### config.mk
export PLATFORM = sky130hd
export DESIGN_NAME = frame_header_parse_check
export DESIGN_NICKNAME = d
export VERILOG_FILES = /design/src/fhpc_pkg.sv /design/src/frame_header_parse_check.sv /design/src/fhpc_parser.sv /design/src/fhpc_check.sv
export SDC_FILE = /design/constraint.sdc
export NUM_CORES = 1
export LEC_CHECK = 0
export BUFFER_PORTS_ARGS = -buffer_cell sky130_fd_sc_hd__buf_2
export CORE_MARGIN = 4
export CORE_UTILIZATION = 44
export CTS_BUF_LIST = sky130_fd_sc_hd__clkbuf_8
export CTS_CLUSTER_DIAMETER = 40
export DETAILED_ROUTE_END_ITERATION = 7
export PLACE_DENSITY = 0.68
export SLEW_MARGIN = 10
export SYNTH_ARGS = -nofsm -noshare
export SYNTH_HDL_FRONTEND = slang
export SYNTH_SLANG_ARGS = --single-unit
### constraint.sdc
create_clock -name aclk -period 15.7 [get_ports aclk]
set_input_delay 0.785 -clock aclk [delete_from_list [all_inputs] [get_ports aclk]]
set_output_delay 0.785 -clock aclk [all_outputs]
set_load 0.05 [all_outputs]
### src/fhpc_pkg.sv
`timescale 1ns / 1ps
`default_nettype none

package fhpc_pkg;

    localparam int HDR_BYTES = 24;
    localparam int POS_W     = $clog2(HDR_BYTES);

    localparam logic [POS_W-1:0] LAST_POS   = POS_W'(HDR_BYTES - 1);
    localparam logic [POS_W-1:0] CRC_LO_POS = POS_W'(20);
    localparam logic [POS_W-1:0] CRC_HI_POS = POS_W'(21);

    localparam logic [15:0] HDR_LEN_WORD = 16'(HDR_BYTES);
    localparam logic [7:0]  HDR_LEN_BYTE = 8'(HDR_BYTES);

    localparam logic [15:0] CRC_INIT = 16'hFFFF;
    localparam logic [15:0] CRC_POLY = 16'h1021;

    localparam logic [7:0] CFG_MAGIC   = 8'd0;
    localparam logic [7:0] CFG_VERSION = 8'd1;

    typedef enum logic [2:0] {
        ST_OK,
        ST_SHORT,
        ST_MAGIC,
        ST_VERSION,
        ST_HDR_LEN,
        ST_TOTAL,
        ST_BUFFER,
        ST_CRC
    } status_t;

    typedef logic [HDR_BYTES-1:0][7:0] hdr_bytes_t;

    typedef struct packed {
        logic short_len;
        logic hdr_done;
    } parse_evt_t;

    typedef struct packed {
        logic [15:0] reserved_word;
        logic [15:0] header_check;
        logic [15:0] payload_length;
        logic [15:0] peer_status;
        logic [15:0] flag_bits;
        logic [7:0]  op_code;
        logic [7:0]  message_type;
        logic [7:0]  channel_id;
        logic [7:0]  channel_type;
        logic [15:0] ref_seq_number;
        logic [15:0] seq_number;
    } hdr_fields_t;

    function automatic logic [15:0] crc16_byte(input logic [15:0] crc_in,
                                               input logic [7:0]  data);
        logic [15:0] crc;
        crc = crc_in ^ {data, 8'h00};
        for (int k = 0; k < 8; k++) begin
            if (crc[15]) begin
                crc = {crc[14:0], 1'b0} ^ CRC_POLY;
            end else begin
                crc = {crc[14:0], 1'b0};
            end
        end
        return crc;
    endfunction

    function automatic logic [15:0] le_word(input hdr_bytes_t hdr, input int off);
        return {hdr[off + 1], hdr[off]};
    endfunction

endpackage

`default_nettype wire

### src/frame_header_parse_check.sv
`timescale 1ns / 1ps
`default_nettype none

// Byte-serial frame header checker. One byte is taken per cycle on the s_ side; s_tuser marks
// the first byte of a frame and samples the buffer length from s_tdata. The 24-byte
// little-endian header is captured and run through CRC-16 (0x1021, init 0xFFFF) with the CRC
// bytes fed as zero. The transfer carrying the last header byte, or a start byte whose buffer
// length is below 24, produces one result in the m_ output register. Input is taken at one
// byte per cycle; s_tready drops only while a result is held and m_tready is low. Bytes after
// the header are dropped until the next start. The user must write magic_word (index 0) and
// protocol_version (index 1) through the cfg_ port while idle; the block does not enforce it.
module frame_header_parse_check
    import fhpc_pkg::*;
(
    input  wire logic         aclk,
    input  wire logic         aresetn,

    input  wire logic         s_tvalid,
    output logic              s_tready,
    input  wire logic [23:0]  s_tdata,   // rx_byte[7:0], buffer_length[23:8]
    input  wire logic         s_tuser,   // frame_start

    output logic              m_tvalid,
    input  wire logic         m_tready,
    // seq_number, ref_seq_number, channel_type, channel_id, message_type, op_code,
    // flag_bits, peer_status, payload_length, header_check, reserved_word
    output logic [143:0]      m_tdata,
    output logic [2:0]        m_tuser,   // frame_status

    input  wire logic         cfg_valid,
    output logic              cfg_ready,
    input  wire logic [7:0]   cfg_addr,
    input  wire logic [15:0]  cfg_wdata
);

    logic        accept;
    parse_evt_t  evt;
    hdr_bytes_t  hdr_view;
    logic [15:0] crc_value;
    logic [15:0] saved_length;
    status_t     status;
    hdr_fields_t fields;

    logic [15:0] magic_reg;
    logic [7:0]  version_reg;

    logic         m_valid_reg, m_valid_next;
    hdr_fields_t  m_fields_reg;
    status_t      m_status_reg;

    assign cfg_ready = 1'b1;

    always_ff @(posedge aclk) begin
        if (!aresetn) begin
            magic_reg   <= '0;
            version_reg <= '0;
        end else if (cfg_valid) begin
            unique case (cfg_addr)
                CFG_MAGIC:   magic_reg   <= cfg_wdata;
                CFG_VERSION: version_reg <= cfg_wdata[7:0];
                default: ;
            endcase
        end
    end

    assign s_tready = !m_valid_reg || m_tready;
    assign accept   = s_tvalid && s_tready;

    fhpc_parser u_parser (
        .aclk          (aclk),
        .aresetn       (aresetn),
        .accept        (accept),
        .rx_byte       (s_tdata[7:0]),
        .frame_start   (s_tuser),
        .buffer_length (s_tdata[23:8]),
        .evt           (evt),
        .hdr_view      (hdr_view),
        .crc_value     (crc_value),
        .saved_length  (saved_length)
    );

    fhpc_check u_check (
        .evt              (evt),
        .hdr_view         (hdr_view),
        .crc_value        (crc_value),
        .saved_length     (saved_length),
        .magic_word       (magic_reg),
        .protocol_version (version_reg),
        .frame_status     (status),
        .fields           (fields)
    );

    always_comb begin
        m_valid_next = m_valid_reg && !m_tready;
        if (accept && (evt.short_len || evt.hdr_done)) begin
            m_valid_next = 1'b1;
        end
    end

    always_ff @(posedge aclk) begin
        if (!aresetn) begin
            m_valid_reg <= 1'b0;
        end else begin
            m_valid_reg <= m_valid_next;
        end
    end

    always_ff @(posedge aclk) begin
        if (accept && (evt.short_len || evt.hdr_done)) begin
            m_fields_reg <= fields;
            m_status_reg <= status;
        end
    end

    assign m_tvalid = m_valid_reg;
    assign m_tdata  = m_fields_reg;
    assign m_tuser  = m_status_reg;

endmodule

`default_nettype wire

### src/fhpc_parser.sv
`timescale 1ns / 1ps
`default_nettype none

module fhpc_parser
    import fhpc_pkg::*;
(
    input  wire logic        aclk,
    input  wire logic        aresetn,
    input  wire logic        accept,
    input  wire logic [7:0]  rx_byte,
    input  wire logic        frame_start,
    input  wire logic [15:0] buffer_length,
    output parse_evt_t       evt,
    output hdr_bytes_t       hdr_view,
    output logic [15:0]      crc_value,
    output logic [15:0]      saved_length
);

    logic [POS_W-1:0] pos_reg, pos_next, pos_eff;
    logic [15:0]      crc_reg, crc_next, crc_eff, crc_upd;
    logic [15:0]      len_reg, len_next;
    logic             done_reg, done_next;
    logic             active;
    logic [7:0]       crc_in;
    logic [7:0]       store_reg [HDR_BYTES];

    always_comb begin
        pos_eff = frame_start ? '0 : pos_reg;
        crc_eff = frame_start ? CRC_INIT : crc_reg;
        active  = frame_start ? (buffer_length >= HDR_LEN_WORD) : !done_reg;

        evt.short_len = frame_start && (buffer_length < HDR_LEN_WORD);
        evt.hdr_done  = active && (pos_eff == LAST_POS);

        // CRC field bytes enter the check as zero
        crc_in  = (pos_eff == CRC_LO_POS || pos_eff == CRC_HI_POS) ? 8'h00 : rx_byte;
        crc_upd = crc16_byte(crc_eff, crc_in);

        pos_next  = pos_reg;
        crc_next  = crc_reg;
        len_next  = len_reg;
        done_next = done_reg;
        if (accept) begin
            if (frame_start) begin
                len_next = buffer_length;
            end
            pos_next  = pos_eff;
            crc_next  = crc_eff;
            done_next = !active;
            if (active) begin
                crc_next = crc_upd;
                if (pos_eff == LAST_POS) begin
                    done_next = 1'b1;
                    pos_next  = '0;
                end else begin
                    pos_next = pos_eff + 1'b1;
                end
            end
        end
    end

    always_ff @(posedge aclk) begin
        if (!aresetn) begin
            pos_reg  <= '0;
            crc_reg  <= CRC_INIT;
            len_reg  <= '0;
            done_reg <= 1'b1;
        end else begin
            pos_reg  <= pos_next;
            crc_reg  <= crc_next;
            len_reg  <= len_next;
            done_reg <= done_next;
        end
    end

    always_ff @(posedge aclk) begin
        if (accept && active && pos_eff <= LAST_POS) begin
            store_reg[pos_eff] <= rx_byte;
        end
    end

    // last header byte is taken straight from the input
    always_comb begin
        for (int i = 0; i < HDR_BYTES - 1; i++) begin
            hdr_view[i] = store_reg[i];
        end
        hdr_view[HDR_BYTES-1] = rx_byte;
    end

    assign crc_value    = crc_upd;
    assign saved_length = len_reg;

endmodule

`default_nettype wire

### src/fhpc_check.sv
`timescale 1ns / 1ps
`default_nettype none

module fhpc_check
    import fhpc_pkg::*;
(
    input  wire parse_evt_t  evt,
    input  wire hdr_bytes_t  hdr_view,
    input  wire logic [15:0] crc_value,
    input  wire logic [15:0] saved_length,
    input  wire logic [15:0] magic_word,
    input  wire logic [7:0]  protocol_version,
    output status_t          frame_status,
    output hdr_fields_t      fields
);

    logic [15:0] frame_total;
    logic [15:0] pay_bytes;
    logic [15:0] expect_total;

    always_comb begin
        frame_total  = le_word(hdr_view, 4);
        pay_bytes    = le_word(hdr_view, 18);
        expect_total = HDR_LEN_WORD + pay_bytes;

        if (evt.short_len) begin
            frame_status = ST_SHORT;
        end else if (le_word(hdr_view, 0) != magic_word) begin
            frame_status = ST_MAGIC;
        end else if (hdr_view[2] != protocol_version) begin
            frame_status = ST_VERSION;
        end else if (hdr_view[3] != HDR_LEN_BYTE) begin
            frame_status = ST_HDR_LEN;
        end else if (frame_total != expect_total) begin
            frame_status = ST_TOTAL;
        end else if (frame_total > saved_length) begin
            frame_status = ST_BUFFER;
        end else if (crc_value != le_word(hdr_view, 20)) begin
            frame_status = ST_CRC;
        end else begin
            frame_status = ST_OK;
        end

        fields.seq_number     = le_word(hdr_view, 6);
        fields.ref_seq_number = le_word(hdr_view, 8);
        fields.channel_type   = hdr_view[10];
        fields.channel_id     = hdr_view[11];
        fields.message_type   = hdr_view[12];
        fields.op_code        = hdr_view[13];
        fields.flag_bits      = le_word(hdr_view, 14);
        fields.peer_status    = le_word(hdr_view, 16);
        fields.payload_length = pay_bytes;
        fields.header_check   = le_word(hdr_view, 20);
        fields.reserved_word  = le_word(hdr_view, 22);
        if (evt.short_len) begin
            fields = '0;
        end
    end

endmodule

`default_nettype wire

### Word-level counts from Yosys, hierarchy flattened

Memories as Yosys holds them, arrays and structs flattened. A register that Yosys moved wholly into a read port is not among the register bits.
Index checks and enable logic that the tools add are counted.

* memory bits (writable): 192
* word-level logic and storage cells: 82
* output and inout port bits: 150
* input bits: 54
* register bits: 114
* memories kept: 1

Memory list
* u_parser.store_reg: depth 24, width 8, read ports 23, clocked after memory_dff 13, wr ports 1, RTL line fhpc_parser.sv:25 `logic [7:0] store_reg [HDR_BYTES];`

* order comparisons: 4
* reduce and logical (&&, ||, !) cells: 19
* eq/ne operators: 9
* $add $sub $neg: 2
* muxes and demuxes: 26
* bitwise gates (word level): 9

Operators with widths (number)
* $mux W13: 8
* $ne A16 B16 Y1: 3
* $mux W16: 2
* $not A3 Y3: 8
* $add A5 B16 Y16 const A: 1
* $ge A16 B5 Y1 const B: 1
* $gt A16 B16 Y1: 1
* $lt A16 B5 Y1 const B: 1
* $xor A16 B16 Y16: 1
* $eq A5 B5 Y1 const B: 3
* $mux W5: 3
* $mux W3: 4
* $eq A8 B1 Y1 const B: 1
* $logic_not A8 Y1: 1
* $mux W8: 1
* $ne A8 B5 Y1 const B: 1
* $ne A8 B8 Y1: 1
* $logic_and A1 B1 Y1: 7
* $mux W1: 6
* $reduce_and A2 Y1: 3
* $add A5 B1 Y5 const B: 1
* $le A5 B5 Y1 const B: 1
* $logic_not A1 Y1: 4
* $mux W2: 2
* 2 further kinds: 4

### Longest topological paths before layout

Gate-level depths: netlist of run 1.

* depth after elaboration: 28
* depth in mapped cells: 13
* mapped depth without buffers: 11

### By module

Synthesis of run 1 repeated with hierarchy kept, for this count alone.

* cell total of the unflattened synthesis: 1061
* area total of the unflattened synthesis: 15553.7 um^2

Modules (own cells, without submodules)
* fhpc_parser: area an instance 7778.7 um^2, times used 1, sequential area each 6286.0 um^2, cells an instance 463
* frame_header_parse_check: area an instance 5445.2 um^2, times used 1, sequential area each 4914.7 um^2, cells an instance 255
* fhpc_check: area an instance 2329.7 um^2, times used 1, sequential area each 0.0 um^2, cells an instance 343

### Least setup slack after synthesis of run 1

Ideal clock, no wire load.

* path kind: input port to flip-flop
* start point: input port s_tuser
* end point: register, netlist name m_tdata[0]
* slack: 6189 ps
* data required time: 14997 ps
* path buffers: 2
* data arrival time: 8808 ps
* stages: 6
* library setup time: 703 ps
* cells stage by stage: buf_2 > buf_2 > nor2b_1 > ha_1 > nand3_1 > a21oi_1

* word-level cells in the longest chain between the ends: 5
* elaborated cells between the ends (all ways): 7
* those cells by class: eq/ne: 1; mux: 2; reduce/logical: 4

RTL lines
* start: declaration: RTL line frame_header_parse_check.sv:21 `input wire logic s_tuser,`
* $mux W5: RTL line fhpc_parser.sv:28 `pos_eff = frame_start ? '0 : pos_reg;`
* $eq A5 B5 Y1: RTL line fhpc_parser.sv:33 `evt.hdr_done = active && (pos_eff == LAST_POS);`
* $logic_and A1 B1 Y1: RTL line fhpc_parser.sv:33
* $logic_or A1 B1 Y1: RTL line frame_header_parse_check.sv:109 `if (accept && (evt.short_len || evt.hdr_done)) begin`
* $logic_and A1 B1 Y1: RTL line frame_header_parse_check.sv:109

Parallel ways exist; a longest one is shown, timed or not.
A chain may end at the register's enable or synchronous reset.

### Final worst setup path of run 1

* start point: input port s_tuser
* end point: register, netlist name m_tdata[70]

* word-level cells in the longest chain between the ends: 5
* elaborated cells between the ends (all ways): 7
* those cells by class: eq/ne: 1; mux: 2; reduce/logical: 4

RTL lines (RTL line)
* $mux W5: fhpc_parser.sv:28
* $eq A5 B5 Y1: fhpc_parser.sv:33
* $logic_and A1 B1 Y1: fhpc_parser.sv:33
* $logic_or A1 B1 Y1: frame_header_parse_check.sv:109
* $logic_and A1 B1 Y1: frame_header_parse_check.sv:109

Parallel ways exist; a longest one is shown, timed or not.

==> results.yml, run 1 <==
sta:
  timing.final.crit_share: 0.276
  tightest_slew_ns: 1.05
  hold_ws_ns: 0.476
  finalHoldViolations: 0
  slew_headroom: 0.302
  tns_ns: 0
  setup_viol: 0
  max_freq_ghz: 0.231
  slew_violations: 0
  clock_skew_ns: 0.0243
  rsz0062_at_grt: "false"
  finalCriticalPeriod_ns: 4.33
setup_path:
  crit_chain: "buf_2 > inv_1 > nor4_1 > nand4_1 > buf_4 > a21oi_4 > buf_4 > buf_4"
  rr_worst_depth: 7
  critPathSlowestCell: "buf_4"
  required_ns: 15.86
  r2r_end: "u_parser.store_reg[22][6]"
  crit_path_end_kind: "flop"
  start_kind: "primary input"
  crit_arrival_ns: 4.49
  crit_family: "buffers and inverters"
  critPathKind: "in2reg"
  regToRegSetupSlack_ns: 12.13
  r2r_start: "m_tvalid"
  cp_common_cell: "buf_4"
  worstPathMaxFanout: 83
  path_buf_inv: 5
  slowest_delay_ns: 0.88
clock_tree:
  clk_path_buf_depth: 3
  clkSlewWorstSetupHoldPaths_ns: 0.06
  cts-resized-gates: 0
  cts_hold_buf: 0
  cts_tree: "built"
  clk_latency_ns: 0.56
  postCtsSetupBuffers: 0
  cts_buffers: 68
  clock-sinks: 394
  cts_root_buffer: "clkbuf_8"
  htree_levels: 3
placement:
  portBuffers: 202
  gp_congestion: 0.896
  post-place-cells: 1746
  hpwl_um: 24000
layout:
  layout_common_cells: "edfxtp_1 (331), buf_2 (202), and2_1 (139), clkbuf_8 (76), nor2_1 (68)"
  fin_cells: 1867
  multi_input_area_um2: 4420
  syn_to_final_growth_pct: 17.6
  largest_reg_flops: 184
  fillCellCount: 3009
  drive_gt1_frac: 0.220
  final_common_cell: "edfxtp_1"
  area.sequential_um2: 11200
  nNetsFinal: 1430
synth:
  synth_top_area_frac: 0.625
  synth_seq_cells: 394
  synth_area_per_cell_um2: 14.2
  syn_inst: 1116
  synth-simple-area-share: 0.139
  ys.warnings.count: 0
  synth-xor-area-share: 0.0532
  synth_mux_area_frac: 0.0272
  synth_ff_type: "edfxtp_1"
  syn_nets: 1191
  synth_cell_types: 70
  synthAdderAreaFrac: 0.0165
  synth_top_family_by_area: "simple AND/OR/NAND/NOR gates"
  yosysSeqAreaShare: 0.704
  ys_async_sr_fraction: 0
  synth_top_cell_by_area: "edfxtp_1"
  yosys-top-cells-area: "edfxtp_1 (63%), dfxtp_1 (7.9%), and2_1 (5.5%), xor2_1 (2.6%), mux2i_1 (2.6%)"
  syn-cell-area_um2: 15900
  synth_compound_gate_area_share: 0.0413
  synth_edf_count: 331
global_route:
  grt_overflow: 0
  antenna_found_initial: 0
  grt_pass1_vias: 9604
  groute.usage.overall: 0.182
  grt_pass1_wl_um: 54600
  grt_max_degree: 123
routing:
  drt_iter0_drc: 588
  route.detailed.drc: 0
  vias: 9551
  viasPerCell: 5.12
  dr.pass1.iters: 5
  wl_per_cell_um: 19.5
  wl_um: 36400
  drtAntennaViolNets: 0
floorplan:
  initial_core_util: 0.447
  dieArea_um2: 39200
  die_h_um: 198
  die_x_um: 198
  core_um2: 35600
  io_pins: 204
  num_rows: 69
min_path:
  hp-class: "reg2reg"
  holdCritStartpoint: "u_parser.crc_reg[7]"
  hold_path_end: "u_parser.crc_reg[7]"
  hold_path_depth: 2
status:
  status: "finished, final reports clean"
pwr:
  leakage_nw: 6.81
  p_per_area_nw_per_um2: 113
  ir_worst_vdd_uv: 55.1
job:
  drv_cap: 0
[cells in the mapped netlist (5+ instances only)]
cell type  instances
mux2i_1           41
clkbuf_1          29
o22ai_1           19
and2_1           139
dfxtp_1           63
nor3_1             6
nand2_1           58
nand4_1           10
xnor2_1           40
a21oi_1           14
a21boi_0           7
nor2b_1           42
a31oi_1            5
xor2_1            47
inv_1             28
nand3_1           20
nor4_1            14
ha_1              21
nor2_1            68
buf_2              6
o21ai_0           16
edfxtp_1         331
or3_1              6
o21a_1             6
[worst reg2reg max path, cell delays in order (launching register included)]
cell and delay [ns]:
dfxtp_1 0.31, nand2b_1 0.11, nand2_1 0.16, a21oi_2 0.60, nand2_1 0.50, a31oi_1 0.45
nand2_1 0.41, nor2_1 0.66
[final cells by class]
type | count | area share
Multi-Input combinational cell | 652 | 0.236
Tap cell | 461 | 0.0309
Inverter | 28 | 0.00562
Clock inverter | 44 | 0.0141
Antenna cell | 1 | 0.000134
Clock buffer | 76 | 0.0560
Sequential cell | 394 | 0.599
Timing Repair Buffer | 211 | 0.0577
[logic make-up after synthesis]
logic type,count (synthesis)
and+or+nand+nor,398
buffers and inverters,70
DFF,394
muxes,43
other,1
adders and majority gates,21
xor gates and xnor gates,91
AOI/OAI and AO/OA,98
[report_power, final]
| part | internal, W | leakage, nW | switching (W) | total (W) |
|---|---|---|---|---|
| combinational | 0.0000391 | 2.58 | 0.0000606 | 0.0000997 |
| sequential | 0.00113 | 3.49 | 0.00000668 | 0.00114 |
| clock | 0.000493 | 0.736 | 0.000384 | 0.000877 |
| total | 0.00167 | 6.81 | 0.000452 | 0.00212 |
[how the worst max path moves through the flow]
stage                     startpoint     endpoint  depth (start not counted)
after detailed placement     s_tuser   m_tdata[7]                          8
final                        s_tuser  m_tdata[70]                          8
after global routing         s_tuser  m_tdata[64]                          8
after CTS                    s_tuser  m_tdata[60]                          8
after global placement       s_tuser   m_tdata[4]                          8
after floorplan              s_tuser   m_tdata[0]                          6
[routing by layer]
layer / up-vias / wire length [µm] / track usage
met5: - / 0 / 0
met4: 0 / 1140 / 0.0724
met3: 70 / 2570 / 0.0403
met2: 336 / 17300 / 0.292
met1: 4620 / 15300 / 0.242
li1: 4525 / - / -
[through the flow]
stage               setup WS, ns  total power (W)  instance area (µm²)  utilization
CTS                        11.39          0.00214                18700        0.525
detailed placement         10.79          0.00126                17400        0.489
global route               11.10          0.00220                18700        0.525
global placement           10.87          0.00126                17400        0.489
finish                     11.37          0.00212                18700        0.525
floorplan                   6.19          0.00123                15900            -
Note: power is estimated with default switching activity, not from simulation.
==> run 2, diff against run 1 <==
==> constraint.sdc (replaced) <==
create_clock -name aclk -period 4.3 [get_ports aclk]
set_input_delay 0.215 -clock aclk [delete_from_list [all_inputs] [get_ports aclk]]
set_output_delay 0.215 -clock aclk [all_outputs]
set_load 0.05 [all_outputs]
==> run 2 against run 1 <==
Net effect: die area unchanged; setup slack got worse by 10 ns; clock power increased to 3.4 times the previous value; via count grew 2.0%; routed wire length grew 4.6%; worst hold slack got worse by 0.42 ns; first-iteration DRC count increased by 39%; final area grew 1.8%; sequential share of layout area shrank 1.1 points; register-to-register slack worse by 11 ns; critical path type is now reg2reg; sequential power rose to 3.7 times the previous value; largest cell class unchanged.
==> results.yml, run 2 (synthesis results as in run 1) <==
status:
  status: "finished, final reports clean"
layout:
  drive_gt1_frac: 0.219
  fin_area_um2: 19000
  layout_common_cells: "edfxtp_1 (331), buf_2 (202), and2_1 (139), clkbuf_8 (73), nor2_1 (68)"
  largest_reg_flops: 184
  final_common_cell: "edfxtp_1"
  n_antenna_cell: 0
  nNetsFinal: 1474
  syn_to_final_growth_pct: 19.7
setup_path:
  slowest_delay_ns: 0.52
  critPathKind: "reg2reg"
  crit_path_end_kind: "flop"
  critPathSlowestCell: "or4_1"
  r2r_end: "m_tuser[1]"
  r2r_start: "u_parser.pos_reg[0]"
  crit_family: "simple AND/OR/NAND/NOR gates"
  path_buf_inv: 1
  crit_arrival_ns: 3.62
  start_kind: "flop"
  required_ns: 4.59
  rr_worst_depth: 11
  crit_chain: "nor2b_1 > inv_1 > ha_1 > nor2_2 > o21ai_1 > xor2_1 > or4_1 > a32oi_1 > nand4_1 > nor3_2 > o41ai_1"
  regToRegSetupSlack_ns: 0.97
  worstPathMaxFanout: 7
sta:
  tns_ns: 0
  slew_headroom: 0.310
  finalCriticalPeriod_ns: 3.33
  tightest_slew_ns: 1.03
  rsz0062_at_grt: "false"
  max_freq_ghz: 0.300
  setup_viol: 0
  timing.final.crit_share: 0.775
  finalHoldViolations: 0
  clock_skew_ns: 0.0265
  slew_violations: 0
pwr:
  p_per_area_nw_per_um2: 397
  ir_worst_vdd_uv: 213
  leakage_nw: 6.97
clock_tree:
  cts_root_buffer: "clkbuf_8"
  cts_buffers: 66
  clock-sinks: 394
  clk_path_buf_depth: 3
  clkSlewWorstSetupHoldPaths_ns: 0.06
  postCtsSetupBuffers: 0
  htree_levels: 3
  clk_latency_ns: 0.58
  cts_tree: "built"
placement:
  hpwl_um: 25300
  gp_congestion: 0.905
  placed_area_um2: 17500
  portBuffers: 202
global_route:
  groute.usage.overall: 0.191
  grt_overflow: 0
  grt_max_degree: 125
  grt_pass1_wl_um: 57000
  grt_pass1_vias: 9658
  antenna_found_initial: 0
floorplan:
  core_um2: 35600
  io_pins: 204
  initial_core_util: 0.447
  die_x_um: 198
  num_rows: 69
  dieArea_um2: 39200
  die_h_um: 198
routing:
  wl_um: 38000
  drtAntennaViolNets: 0
  wl_per_cell_um: 19.9
  met2WireLength_um: 18400
  wl_met3_um: 2420
  dr.pass1.iters: 5
  met1_length_um: 16400
  viasPerCell: 5.11
  vias: 9739
  routed.top_layer: "met4"
  route.detailed.drc: 0
  drt_iter0_drc: 815
min_path:
  hp-class: "in2reg"
  hold_path_end: "u_parser.saved_length[0]"
  hold_path_depth: 3
  holdCritStartpoint: "s_tuser"
job:
  drv_cap: 0
## run 2: what timing repair did
| item | in CTS | in global routing |
|---|---|---|
| hold buffers | 35 | 0 |
| gates resized for setup | 0 | 0 |
| endpoints found under the hold margin | 41 | 0 |
## run 2: worst max-delay path by stage
stage | to | start | depth (start not counted)
CTS | m_tuser[1] | u_parser.pos_reg[0] | 11
finish | m_tuser[1] | u_parser.pos_reg[0] | 11
floorplan | m_tdata[0] | s_tuser | 6
detailed placement | m_tuser[1] | s_tuser | 12
global route | m_tuser[1] | u_parser.pos_reg[0] | 11
global placement | m_tuser[1] | s_tuser | 12
## run 2: per-layer routing
layer / up-vias / GRT usage
li1: 4599 / -
met1: 4751 / 0.263
met2: 329 / 0.312
met3: 60 / 0.0359
met4: 0 / 0.0571
met5: - / 0
## run 2: tightest hold or removal path, delay by kind of cell
kind            cells  cell delay (ns)
simple gates        1             0.12
compound gates      1             0.08
buf+inv             1             0.15
## run 2: power breakdown
| part | switching (W) | internal (W) |
|---|---|---|
| registers | 0.0000254 | 0.00414 |
| logic | 0.000236 | 0.000168 |
| clock network | 0.00142 | 0.00156 |
## run 2: layout make-up
cell class | instances | area, µm²
well taps | 461 | 577
repair buffers | 257 | 1540
fillers | 2934 | 16500
inverters | 28 | 105
multi-input cells | 652 | 4420
clock buffers | 73 | 1000
clock inverters | 42 | 191
flip-flops and latches | 394 | 11200
## run 2: metrics by stage
step	hold WS [ns]	setup WS (ns)	std cells	utilization	power, W
floorplan	0.314	0.155	1116	-	0.00447
global placement	0.458	1.09	1757	0.492	0.00462
detailed placement	0.469	1.04	1757	0.492	0.00462
CTS	0.0184	1.03	1907	0.535	0.00763
global route	0.0252	0.833	1907	0.535	0.00785
finish	0.0575	0.969	1907	0.535	0.00756
==> run 3, diff against run 2 <==
==> constraint.sdc (replaced) <==
create_clock -name aclk -period 3.12 [get_ports aclk]
set_input_delay 0.156 -clock aclk [delete_from_list [all_inputs] [get_ports aclk]]
set_output_delay 0.156 -clock aclk [all_outputs]
set_load 0.05 [all_outputs]
==> run 3 against run 2 <==
Net effect: register-to-register slack lost 0.78 ns; clock power grew 38%; first-iteration DRC count shrank 19%; cell count grew 1.9%; largest power group unchanged.
==> results.yml, run 3 (synthesis results as in run 1) <==
status:
  status: "finished, final reports clean"
layout:
  fin_cells: 1943
  multi_input_area_um2: 4490
  largest_reg_flops: 184
  drive_gt1_frac: 0.244
  n_antenna_cell: 0
  syn_to_final_growth_pct: 22.0
  area.sequential_um2: 11200
  layout_common_cells: "edfxtp_1 (331), buf_2 (202), and2_1 (139), clkbuf_8 (70), nor2_1 (68)"
  nNetsFinal: 1510
  fillCellCount: 2952
  final_common_cell: "edfxtp_1"
placement:
  pre_cts_ws_ns: 0.107
  post-place-cells: 1790
  hpwl_um: 25700
  gp_congestion: 0.887
  portBuffers: 202
setup_path:
  regToRegSetupSlack_ns: 0.19
  rr_worst_depth: 11
  path_buf_inv: 1
  crit_family: "simple AND/OR/NAND/NOR gates"
  critPathSlowestCell: "dfxtp_1"
  worstPathMaxFanout: 4
  r2r_end: "m_tuser[1]"
  crit_arrival_ns: 3.23
  r2r_start: "u_parser.pos_reg[0]"
  crit_chain: "nor2b_4 > inv_1 > ha_1 > or2_2 > a21oi_2 > xnor3_1 > or3_1 > a32oi_1 > nand4_1 > nor3_2 > o41ai_1"
  critPathKind: "reg2reg"
  slowest_delay_ns: 0.36
  required_ns: 3.42
  cp-startpoint: "u_parser.pos_reg[0]"
  start_kind: "flop"
  crit_path_end_kind: "flop"
sta:
  timing.final.crit_share: 0.940
  finalHoldViolations: 0
  tightest_slew_ns: 1.05
  clock_skew_ns: 0.0240
  slew_violations: 0
  rsz0062_at_grt: "false"
  tns_ns: 0
  setup_slack_ns: 0.188
  slew_headroom: 0.303
  max_freq_ghz: 0.341
  setup_viol: 0
  finalCriticalPeriod_ns: 2.93
clock_tree:
  cts_tree: "built"
  cts_root_buffer: "clkbuf_8"
  clk_path_buf_depth: 3
  htree_levels: 3
  cts_buffers: 67
  clock-sinks: 394
  clk_latency_ns: 0.57
  clkSlewWorstSetupHoldPaths_ns: 0.06
global_route:
  grt_pass1_wl_um: 58000
  grt_overflow: 0
  groute.usage.overall: 0.195
  antenna_found_initial: 0
  grt_pass1_vias: 10100
  grt_max_degree: 116
pwr:
  pwr-share-clk: 0.395
  pwr-share-comb: 0.057
  power.net_switching_w: 0.00234
  p_per_area_nw_per_um2: 540
  p_int_w: 0.00813
  leakage_nw: 7.15
  switching_share: 0.224
  ir_worst_vdd_uv: 294
  seq_power_share: 0.549
routing:
  wl_per_cell_um: 19.9
  wl_um: 38700
  vias: 9901
  viasPerCell: 5.10
  dr.pass1.iters: 5
  drtAntennaViolNets: 0
  route.detailed.drc: 0
  drt_iter0_drc: 661
min_path:
  hold_path_end: "u_parser.store_reg[18][7]"
  hold_path_depth: 1
  hp-class: "in2reg"
  holdCritStartpoint: "s_tdata[7]"
job:
  drv_cap: 0
floorplan:
  dieArea_um2: 39200
  io_pins: 204
  initial_core_util: 0.447
  core_um2: 35600
  num_rows: 69
  die_h_um: 198
  die_x_um: 198
## run 3: changes by cell type in the layout (fill, tap and decap cells not counted), sizes merged
cell         previous run  this run
bufinv                  0         1
clkinv                 14        16
inv                    54        52
clkbuf                 73        70
dlygate4sd3            35        37
buf                   222       255
clkinvlp                2         5
## run 3: layer usage
layer / vias to the layer above / wire length (µm) / track usage
li1: 4669 / - / -
met1: 4829 / 16200 / 0.252
met2: 334 / 19000 / 0.331
met3: 69 / 2500 / 0.0403
met4: 0 / 958 / 0.0645
met5: - / 0 / 0
## run 3: metrics by stage
step / util / power, W / cell area, µm² / hold WS [ns]
after global routing: 0.545 / 0.0109 / 19400 / 0.0430
after floorplan: - / 0.00617 / 16000 / 0.255
after global placement: 0.501 / 0.00641 / 17800 / 0.417
final: 0.545 / 0.0105 / 19400 / 0.0679
after CTS: 0.545 / 0.0106 / 19400 / 0.0341
after detailed placement: 0.501 / 0.00641 / 17800 / 0.425
## run 3: area by class of cell
type	count	share of cell area
Clock buffer	70	0.0497
Clock inverter	46	0.0120
Inverter	28	0.00568
Multi-Input combinational cell	652	0.231
Sequential cell	394	0.578
Tap cell	461	0.0297
Timing Repair Buffer	292	0.0937
## run 3: repair_timing
| action | in CTS | in global routing |
|---|---|---|
| hold buffers | 37 | 0 |
| setup buffers | 0 | 0 |
| hold endpoints to repair | 45 | 0 |
| endpoints found under the setup margin | 0 | 3 |
| gates resized for setup | 0 | 3 |
## run 3: worst register-to-register path, stage by stage, from the launching register on
cell     delay, ns
dfxtp_1       0.36
nor2b_4       0.22
inv_1         0.08
ha_1          0.23
or2_2         0.30
a21oi_2       0.18
xnor3_1       0.26
or3_1         0.35
a32oi_1       0.23
nand4_1       0.17
nor3_2        0.21
o41ai_1       0.08
## run 3: how the worst max path moves through the flow
stage | depth (start not counted) | slack [ns] | end
6_report | 11 | 0.19 | m_tuser[1]
5_1_grt | 12 | 0.03 | m_tuser[1]
4_1_cts | 11 | 0.13 | m_tuser[1]
3_5_place_dp | 11 | 0.11 | m_tuser[1]
3_3_place_gp | 11 | 0.1 | m_tuser[1]
2_1_floorplan | 4 | -0.64 | m_tdata[0]
## run 3: power groups by stage
stage / combinational, W / sequential, W / clock [W]
after floorplan: 0.000333 / 0.00584 / 0
after global placement: 0.000556 / 0.00585 / 0
after detailed placement: 0.000556 / 0.00585 / 0
after CTS: 0.000593 / 0.00574 / 0.00425
after global routing: 0.000645 / 0.00574 / 0.00450
final: 0.000595 / 0.00574 / 0.00413
